--- src/cdq_pkg.sv ---
// shared types and constants for the coalescing deferred update queue
package cdq_pkg;

  localparam int ITEM_W   = 12;
  localparam int STATUS_W = 11;
  localparam int OUTC_W   = 3;

  localparam logic                CMD_POST    = 1'b0;
  localparam logic                CMD_DRAIN   = 1'b1;
  localparam logic [STATUS_W-1:0] FREE_STATUS = STATUS_W'(1024);

  localparam logic [OUTC_W-1:0] OUT_APPENDED = 3'd0;
  localparam logic [OUTC_W-1:0] OUT_UPDATED  = 3'd1;
  localparam logic [OUTC_W-1:0] OUT_CHANGE   = 3'd2;
  localparam logic [OUTC_W-1:0] OUT_DELETE   = 3'd3;
  localparam logic [OUTC_W-1:0] OUT_NOTHING  = 3'd4;

  typedef struct packed {
    logic                command;
    logic [ITEM_W-1:0]   item_index;
    logic [STATUS_W-1:0] new_status;
  } in_item_t;

  typedef struct packed {
    logic [OUTC_W-1:0]   outcome;
    logic [ITEM_W-1:0]   item_index_out;
    logic [STATUS_W-1:0] status_out;
    logic                last;
  } out_item_t;

  typedef struct packed {
    logic [ITEM_W-1:0]   item;
    logic [STATUS_W-1:0] status;
  } entry_t;

  // control towards the pending mark store
  typedef struct packed {
    logic rd_en;
    logic wr_en;
    logic wr_val;
  } mark_ctl_t;

endpackage

--- src/cdq_seq.sv ---
// sequencer: command decode, list search with the shared compare, output register
module cdq_seq #(
  parameter int MAX_ITEMS = 4096
) (
  input  logic                          clk,
  input  logic                          rst,
  input  logic                          in_valid,
  output logic                          in_ready,
  input  cdq_pkg::in_item_t             in_data,
  output logic                          out_valid,
  input  logic                          out_ready,
  output cdq_pkg::out_item_t            out_data,
  output cdq_pkg::mark_ctl_t            mark_ctl,
  output logic [$clog2(MAX_ITEMS)-1:0]  mark_rd_addr,
  output logic [$clog2(MAX_ITEMS)-1:0]  mark_wr_addr,
  input  logic                          mark,
  input  logic                          clearing,
  output logic                          ent_wr_en,
  output logic [$clog2(MAX_ITEMS)-1:0]  ent_wr_addr,
  output cdq_pkg::entry_t               ent_wr_data,
  output logic                          ent_rd_en,
  output logic [$clog2(MAX_ITEMS)-1:0]  ent_rd_addr,
  input  cdq_pkg::entry_t               ent_rd_data
);
  import cdq_pkg::*;

  localparam int AW = $clog2(MAX_ITEMS);
  localparam int CW = $clog2(MAX_ITEMS + 1);
  localparam int XW = (CW > ITEM_W) ? CW : ITEM_W;

  typedef enum logic [7:0] {
    S_CLEAR    = 8'b0000_0001,
    S_IDLE     = 8'b0000_0010,
    S_MARK     = 8'b0000_0100,
    S_SRCH_RD  = 8'b0000_1000,
    S_SRCH_CMP = 8'b0001_0000,
    S_APPEND   = 8'b0010_0000,
    S_DRAIN    = 8'b0100_0000,
    S_EMIT     = 8'b1000_0000
  } state_t;

  state_t              state, state_next;
  logic [ITEM_W-1:0]   item, item_next;
  logic [STATUS_W-1:0] status, status_next;
  logic [CW-1:0]       head, head_next;
  logic [CW-1:0]       count, count_next;
  logic [CW-1:0]       ptr, ptr_next;
  out_item_t           res, res_next;
  logic                out_valid_next;
  out_item_t           out_data_next;

  logic [XW-1:0]       in_item_x;
  logic [XW-1:0]       item_x;
  logic [XW-1:0]       drain_item_x;
  logic [CW-1:0]       head_inc;
  logic                hit;

  assign in_item_x    = XW'(in_data.item_index);
  assign item_x       = XW'(item);
  assign drain_item_x = XW'(ent_rd_data.item);
  assign head_inc     = head + CW'(1);
  // the one compare unit, reused for every entry of the search
  assign hit          = (ent_rd_data.item == item);
  assign in_ready     = (state == S_IDLE);

  always_comb begin
    state_next     = state;
    item_next      = item;
    status_next    = status;
    head_next      = head;
    count_next     = count;
    ptr_next       = ptr;
    res_next       = res;
    out_valid_next = out_valid && !out_ready;
    out_data_next  = out_data;
    mark_ctl       = '0;
    mark_rd_addr   = in_item_x[AW-1:0];
    mark_wr_addr   = item_x[AW-1:0];
    ent_wr_en      = 1'b0;
    ent_wr_addr    = count[AW-1:0];
    ent_wr_data    = '{item: item, status: status};
    ent_rd_en      = 1'b0;
    ent_rd_addr    = ptr[AW-1:0];

    unique case (state)
      S_CLEAR: begin
        if (!clearing) begin
          state_next = S_IDLE;
        end
      end
      S_IDLE: begin
        if (in_valid) begin
          item_next   = in_data.item_index;
          status_next = in_data.new_status;
          if (in_data.command == CMD_DRAIN) begin
            if (head < count) begin
              ent_rd_en   = 1'b1;
              ent_rd_addr = head[AW-1:0];
              state_next  = S_DRAIN;
            end else begin
              head_next  = '0;
              count_next = '0;
              res_next   = '{outcome: OUT_NOTHING, item_index_out: '0,
                             status_out: '0, last: 1'b0};
              state_next = S_EMIT;
            end
          end else if (in_item_x < XW'(MAX_ITEMS)) begin
            mark_ctl.rd_en = 1'b1;
            state_next     = S_MARK;
          end else begin
            res_next   = '{outcome: OUT_NOTHING, item_index_out: in_data.item_index,
                           status_out: '0, last: 1'b0};
            state_next = S_EMIT;
          end
        end
      end
      S_MARK: begin
        if (mark) begin
          ptr_next   = head;
          state_next = S_SRCH_RD;
        end else begin
          state_next = S_APPEND;
        end
      end
      S_SRCH_RD: begin
        if (ptr < count) begin
          ent_rd_en  = 1'b1;
          state_next = S_SRCH_CMP;
        end else begin
          // mark set but no live entry: treat as not pending
          state_next = S_APPEND;
        end
      end
      S_SRCH_CMP: begin
        if (hit) begin
          ent_wr_en   = 1'b1;
          ent_wr_addr = ptr[AW-1:0];
          res_next    = '{outcome: OUT_UPDATED, item_index_out: item,
                          status_out: '0, last: 1'b0};
          state_next  = S_EMIT;
        end else begin
          ptr_next   = ptr + CW'(1);
          state_next = S_SRCH_RD;
        end
      end
      S_APPEND: begin
        if (count >= CW'(MAX_ITEMS)) begin
          res_next = '{outcome: OUT_NOTHING, item_index_out: item,
                       status_out: '0, last: 1'b0};
        end else begin
          ent_wr_en       = 1'b1;
          mark_ctl.wr_en  = 1'b1;
          mark_ctl.wr_val = 1'b1;
          count_next      = count + CW'(1);
          res_next        = '{outcome: OUT_APPENDED, item_index_out: item,
                              status_out: '0, last: 1'b0};
        end
        state_next = S_EMIT;
      end
      S_DRAIN: begin
        if (drain_item_x < XW'(MAX_ITEMS)) begin
          mark_ctl.wr_en = 1'b1;
          mark_wr_addr   = drain_item_x[AW-1:0];
        end
        res_next.outcome        = (ent_rd_data.status == FREE_STATUS) ? OUT_DELETE
                                                                      : OUT_CHANGE;
        res_next.item_index_out = ent_rd_data.item;
        res_next.status_out     = ent_rd_data.status;
        if (head_inc >= count) begin
          head_next     = '0;
          count_next    = '0;
          res_next.last = 1'b1;
        end else begin
          head_next     = head_inc;
          res_next.last = 1'b0;
        end
        state_next = S_EMIT;
      end
      S_EMIT: begin
        if (!out_valid || out_ready) begin
          out_valid_next = 1'b1;
          out_data_next  = res;
          state_next     = S_IDLE;
        end
      end
      default: begin
        state_next = S_IDLE;
      end
    endcase
  end

  always_ff @(posedge clk) begin
    if (rst) begin
      state     <= S_CLEAR;
      head      <= '0;
      count     <= '0;
      out_valid <= 1'b0;
    end else begin
      state     <= state_next;
      head      <= head_next;
      count     <= count_next;
      out_valid <= out_valid_next;
    end
  end

  always_ff @(posedge clk) begin
    item     <= item_next;
    status   <= status_next;
    ptr      <= ptr_next;
    res      <= res_next;
    out_data <= out_data_next;
  end

  a_head_le_count: assert property (@(posedge clk) disable iff (rst)
    head <= count) else $error("drain head passed the entry count");

  a_count_bound: assert property (@(posedge clk) disable iff (rst)
    count <= CW'(MAX_ITEMS)) else $error("entry count beyond list depth");

  a_search_live: assert property (@(posedge clk) disable iff (rst)
    (state == S_SRCH_CMP) |-> (ptr < count))
    else $error("search compared an entry outside the live list");

  a_busy_after_transfer: assert property (@(posedge clk) disable iff (rst)
    (in_valid && in_ready) |=> !in_ready)
    else $error("input taken again before the result was formed");

endmodule

--- config.mk ---
export PLATFORM = sky130hd
export DESIGN_NAME = cdq_seq
export DESIGN_NICKNAME = d
export VERILOG_FILES = /design/src/cdq_pkg.sv /design/src/cdq_seq.sv
export SDC_FILE = /design/constraint.sdc
export NUM_CORES = 1
export LEC_CHECK = 0
export ABC_CLOCK_PERIOD_IN_PS = 4650
export BUFFER_PORTS_ARGS = -buffer_cell sky130_fd_sc_hd__buf_2
export CORE_ASPECT_RATIO = 0.5
export CORE_MARGIN = 2
export CORE_UTILIZATION = 30
export DETAILED_ROUTE_END_ITERATION = 7
export PLACE_DENSITY_LB_ADDON = 0.25
export SLEW_MARGIN = 20
export SYNTH_ARGS = -nofsm -noshare
export SYNTH_HDL_FRONTEND = slang
export SYNTH_SLANG_ARGS = --single-unit
--- constraint.sdc ---
create_clock -name clk -period 4.65 [get_ports clk]
set_clock_uncertainty 0.05 [all_clocks]
set_input_delay 0.6975 -clock clk [delete_from_list [all_inputs] [get_ports clk]]
set_output_delay 0.6975 -clock clk [all_outputs]
set_load 0.05 [all_outputs]
# Word-level counts from Yosys, hierarchy flattened
# Index checks and enable logic that the tools add are counted.
[word_totals] mem_count=0 wordCells=118 reg_bits=125 ramBits=0 input_bits=53 latchBits=0 mem_bits_ro=0
[op_classes] shifts=0 order_cmp=6 div_mod_pow=0 n_eq_ne=22 n_mul=0 n_mux=56 n_addsub=3 bitwise=0 n_reduce_logical=16
[ops] op="27-bit 2-to-1 mux" n=6
[ops] op="27-bit case mux with 4 select lines" n=1
[ops] op="13-bit 2-to-1 mux" n=8
[ops] op="12-bit 2-to-1 mux" n=8
[ops] op="8-bit 2-to-1 mux" n=7
[ops] op="8-bit case mux with 7 select lines" n=1
[ops] op="13-bit case mux with 2 select lines" n=2
[ops] op="13-bit by 1-bit adder with 13-bit output, second input constant" n=3
[ops] op="13-bit case mux with 3 select lines" n=1
[ops] op="12-bit by 13-bit less-than comparator with 1-bit output, second input constant" n=2
[ops] op="13-bit less-than comparator" n=2
[ops] op="2-bit != test, second input constant" n=9
[ops] op="1-bit 2-to-1 mux" n=16
[ops] op="13-bit >= comparator" n=1
[ops] op="13-bit >= comparator, second input constant" n=1
[ops] op="12-bit == test" n=1
[ops] op="6-bit 2-to-1 mux" n=2
[ops] op="11-bit == test, second input constant" n=1
[ops] op="8-bit by 1-bit == test with 1-bit output, second input constant" n=1
[ops] op="8-bit by 2-bit == test with 1-bit output, second input constant" n=1
[ops] op="8-bit by 3-bit == test with 1-bit output, second input constant" n=1
[ops] op="8-bit by 4-bit == test with 1-bit output, second input constant" n=1
[ops] op="8-bit by 5-bit == test with 1-bit output, second input constant" n=1
[ops] op="8-bit by 6-bit == test with 1-bit output, second input constant" n=1
[ops] op="other kinds (18)" n=25

# Depth between registers and ports, before layout
[logic_depth] depth_word=5 ltp_mapped=14 ltp_nobuf=13

# Worst setup path before layout
# No wires, ideal clock.
[synth_timing] kind="reg2reg" startpoint="reg count[12]" endpoint="reg res[0] (netlist bit), enable pin" t_arrival_ns=3.910 setup_ns=0.459 path_slack_ns=0.231 stages_incl_launch_ff=9 required_ns=4.141 period_less_slack_ns=4.419 cell_sequence="dfxtp_1 > clkbuf_1 > inv_1 > ha_1 > and4_1 > nand2_1 > a21oi_1 > nor2_4 > a221oi_1"
[synth_via] elab_chain_len=3
[synth_lines] item="start: declaration" line_no="cdq_seq.sv:46" source="logic [CW-1:0] count, count_next;"
[synth_lines] item="start signal: assignment" line_no="cdq_seq.sv:201" source="count <= count_next;"
[synth_lines] item="13-bit less-than comparator" line_no="cdq_seq.sv:96" source="if (head < count) begin"
[synth_lines] item="3-bit != test (no source line)"
[synth_lines] item="5-bit AND reduction (no source line)"
[synth_lines] item="end signal: assignment" line_no="cdq_seq.sv:210" source="res <= res_next;"
[synth_lines] item="end: declaration" line_no="cdq_seq.sv:48" source="out_item_t res, res_next;"
# No other way between the ends.
# A chain may end at the register's enable or synchronous reset.

# Worst setup path in the final report
[layout_timing] startpoint="reg count[12]" endpoint="out ent_rd_addr[0]"
[layout_via] elab_chain_len=5
[layout_lines] item="13-bit less-than comparator" line_no="cdq_seq.sv:96"
[layout_lines] item="12-bit 2-to-1 mux" line_no="cdq_seq.sv:96"
[layout_lines] item="12-bit 2-to-1 mux" line_no="cdq_seq.sv:95" source="if (in_data.command == CMD_DRAIN) begin"
[layout_lines] item="12-bit 2-to-1 mux" line_no="cdq_seq.sv:92" source="if (in_valid) begin"
[layout_lines] item="12-bit 2-to-1 mux" line_no="cdq_seq.sv:85" source="unique case (state)"
[layout_lines] item="end: declaration" line_no="cdq_seq.sv:22" source="output logic [$clog2(MAX_ITEMS)-1:0] ent_rd_addr,"
# No other way between the ends.

==> flow_summary.json <==
{
  "status": "finished, final reports clean",
  "grt_use_met3_pct": 2.794,
  "synth.most_common_cell": "nand2_1",
  "synthAdderAreaFrac_pct": 7.644,
  "grtUsageTotal_pct": 15.47,
  "dp_hpwl_um": 13370,
  "avgSynthCellArea_um2": 10.41,
  "async_flop_share_pct": 0,
  "whs_endpoint": "out_data[21]",
  "synth_compound_area_share_pct": 12.98,
  "cts_tree": "yes",
  "muxShareOfSynthArea_pct": 3.244,
  "die_area_um2": 23660,
  "multiInputGateArea_um2": 3034,
  "relSlewSlack_pct": 34.97,
  "grt_pass1_vias": 5089,
  "power_density_nw_per_um2": 323.4,
  "cts_root_buffer": "clkbuf_16",
  "rsz0062_at_grt": "false",
  "critPathCaptureType": "output pin",
  "yosysSeqAreaShare_pct": 50.71,
  "routed-via-count": 5365,
  "row_count": 38,
  "drv_cap": 0,
  "die_width_um": 215.5,
  "wl_per_cell_um": 16.26,
  "ioPinCount": 158,
  "path_class": "reg -> out",
  "syn-num-nets": 739,
  "routed_wl_um": 18000,
  "leakagePower_nw": 3.464,
  "synth_edf_count": 90,
  "cts_resized": 0,
  "nets": 888,
  "synth_area_um2": 6711,
  "netlist_instances": 645,
  "ys_warn_count": 0,
  "ctsLongestPathBuffers": 2,
  "yosysUniqueCellTypes": 57,
  "yosys-top-cells-area": "edfxtp_1 40%, dfxtp_1 10%, ha_1 7.6%, nand2_1 5.4%, o21ai_0 3.0%",
  "setup_violations": 0,
  "final_area_um2": 8334,
  "drtPass1Iterations": 8,
  "period_share_pct": 93.57,
  "diodes": 0,
  "via_per_inst": 4.846,
  "slew_viol_final": 0,
  "cts.sinks": 125,
  "clk_latency_ns": 0.42,
  "cts_max_level": 4,
  "timing.rr.end": "count[11]",
  "grt_max_degree": 38,
  "r2r_start": "head[1]",
  "cts_setup_buffers": 0,
  "drc": 0,
  "critPathArrivalTime_ns": 3.60,
  "place_congestion": 0.7943,
  "r2r_slack_ns": 0.82,
  "critPathLaunchType": "flip-flop",
  "grt_busiest_layer": "met2",
  "cts_buffers": 17,
  "fill_cells": 2171,
  "ant_nets": 0,
  "grt_pass1_wl_um": 28190,
  "grt_overflow": 0,
  "fin_cells": 1107,
  "antenna_found_initial": 0,
  "peakVddDrop_mv": 0.1862,
  "drt_iter0_drc": 527,
  "total_power_mw": 2.695,
  "area_delta_synth_final_pct": 24.18,
  "dpl.cell_count": 1075,
  "die_h_um": 109.8,
  "fmax_mhz": 229.8,
  "synth_top_family_by_area": "simple AND/OR/NAND/NOR gates",
  "io_buffers": 157,
  "synth-xor-area-share_pct": 3.393,
  "min_path_cells": 0,
  "layout-drive-gt1-share_pct": 27.51,
  "synth_simple_gate_area_share_pct": 17.65,
  "crit_fanout": 15,
  "coreArea_um2": 21820,
  "synth.largest_area_cell": "edfxtp_1",
  "synth_flop_cell": "edfxtp_1",
  "setup_tns_ns": 0,
  "worstMarginPinSlew_ns": 0.9744,
  "clkTransAtPathRegs_ns": 0.06,
  "start_util_pct": 30.75,
  "worstHoldPathType": "reg -> reg",
  "hold_viol_final": 0,
  "synth_commonest_cells": "97 x nand2_1, 90 x edfxtp_1, 41 x ha_1, 40 x o21ai_0, 35 x dfxtp_1",
  "ff2ff_path_depth": 12,
  "grt.met2_usage_pct": 25.51,
  "cp_data_required_time_ns": 3.90,
  "worstHoldStart": "res[21]",
  "register_area_um2": 3403,
  "yosysTopAreaCellShare_pct": 40.27,
  "hold_buffers": 0,
  "post-route-min-period_ns": 4.351,
  "post-place-ws_ns": 0.7298,
  "ys_seq_elements": 125,
  "worst_slack_ns": 0.2992,
  "place_area_um2": 7760,
  "grt_use_met1_pct": 20.71
}
-- cell families (layout without fill, tap and decap cells) --
logic type	after synthesis	after routing
fa+ha+maj	41	41
mux	20	20
buf+inv	64	226
xor+xnor	26	26
flops	125	125
compound gates	132	132
simple gates	237	237
-- how the worst max path moves through the flow --
stage | start | to | slack, ns | depth (start not counted)
3_3_place_gp | count[12] | ent_rd_addr[0] | 0.86 | 7
5_1_grt | count[12] | ent_rd_addr[0] | 0.10 | 7
2_1_floorplan | count[12] | res[0] | 0.23 | 8
3_5_place_dp | count[12] | ent_rd_addr[0] | 0.73 | 7
6_report | count[12] | ent_rd_addr[0] | 0.30 | 7
4_1_cts | count[12] | ent_rd_addr[0] | 0.27 | 7
-- worst max-delay path: stages (launching register included) --
cell and delay, ns:
dfxtp_1 0.70, inv_1 0.27, ha_1 0.35, and4_1 0.17, a2111o_1 0.47, nor3_4 0.59, mux2_2 0.42, buf_2 0.21
-- per-layer routing --
metal	part of all wire, %	up-vias
met4	1.2	0
met1	47	2549
met3	4.0	17
met2	47	145
li1	-	2654
met5	0	-
-- final cells by class --
class,instances,share of cell area [%]
clock buffer,17,5.104
clock inverter,15,1.787
inverter,31,1.396
multi-input combinational,456,36.41
sequential,125,40.83
tap,300,4.504
timing repair buffer,163,9.968
-- registers in the layout (all words and copies together) (netlist names) --
register and flops:
status 11, count 13, res 27, ptr 13, head 13, item 12, out_valid 1, state 8
out_data 27
-- power by group --
| part | switching, mW | internal [mW] |
|---|---|---|
| Clock | 0.564 | 0.753 |
| Combinational | 0.121 | 0.0450 |
| Sequential | 0.00895 | 1.20 |
-- cell usage in the layout (no fill, tap or decap), types with 17 or more instances in the layout --
cell and count:
dfxtp_1 35, inv_1 30, edfxtp_1 90, o21ai_0 40
and2_1 18, nand3_1 20, xor2_1 19, buf_2 157
a21oi_1 34, nand2_1 97, ha_1 41, nor2_1 34
clkbuf_16 17
-- stage by stage --
step / util (%) / hold WS, ns
2_1_floorplan: - / 0.3503
3_5_place_dp: 35.56 / 0.3545
6_report: 38.19 / 0.3659
3_3_place_gp: 35.56 / 0.3515
5_1_grt: 38.19 / 0.3683
4_1_cts: 38.19 / 0.3665
(Power assumes the default switching activity.)
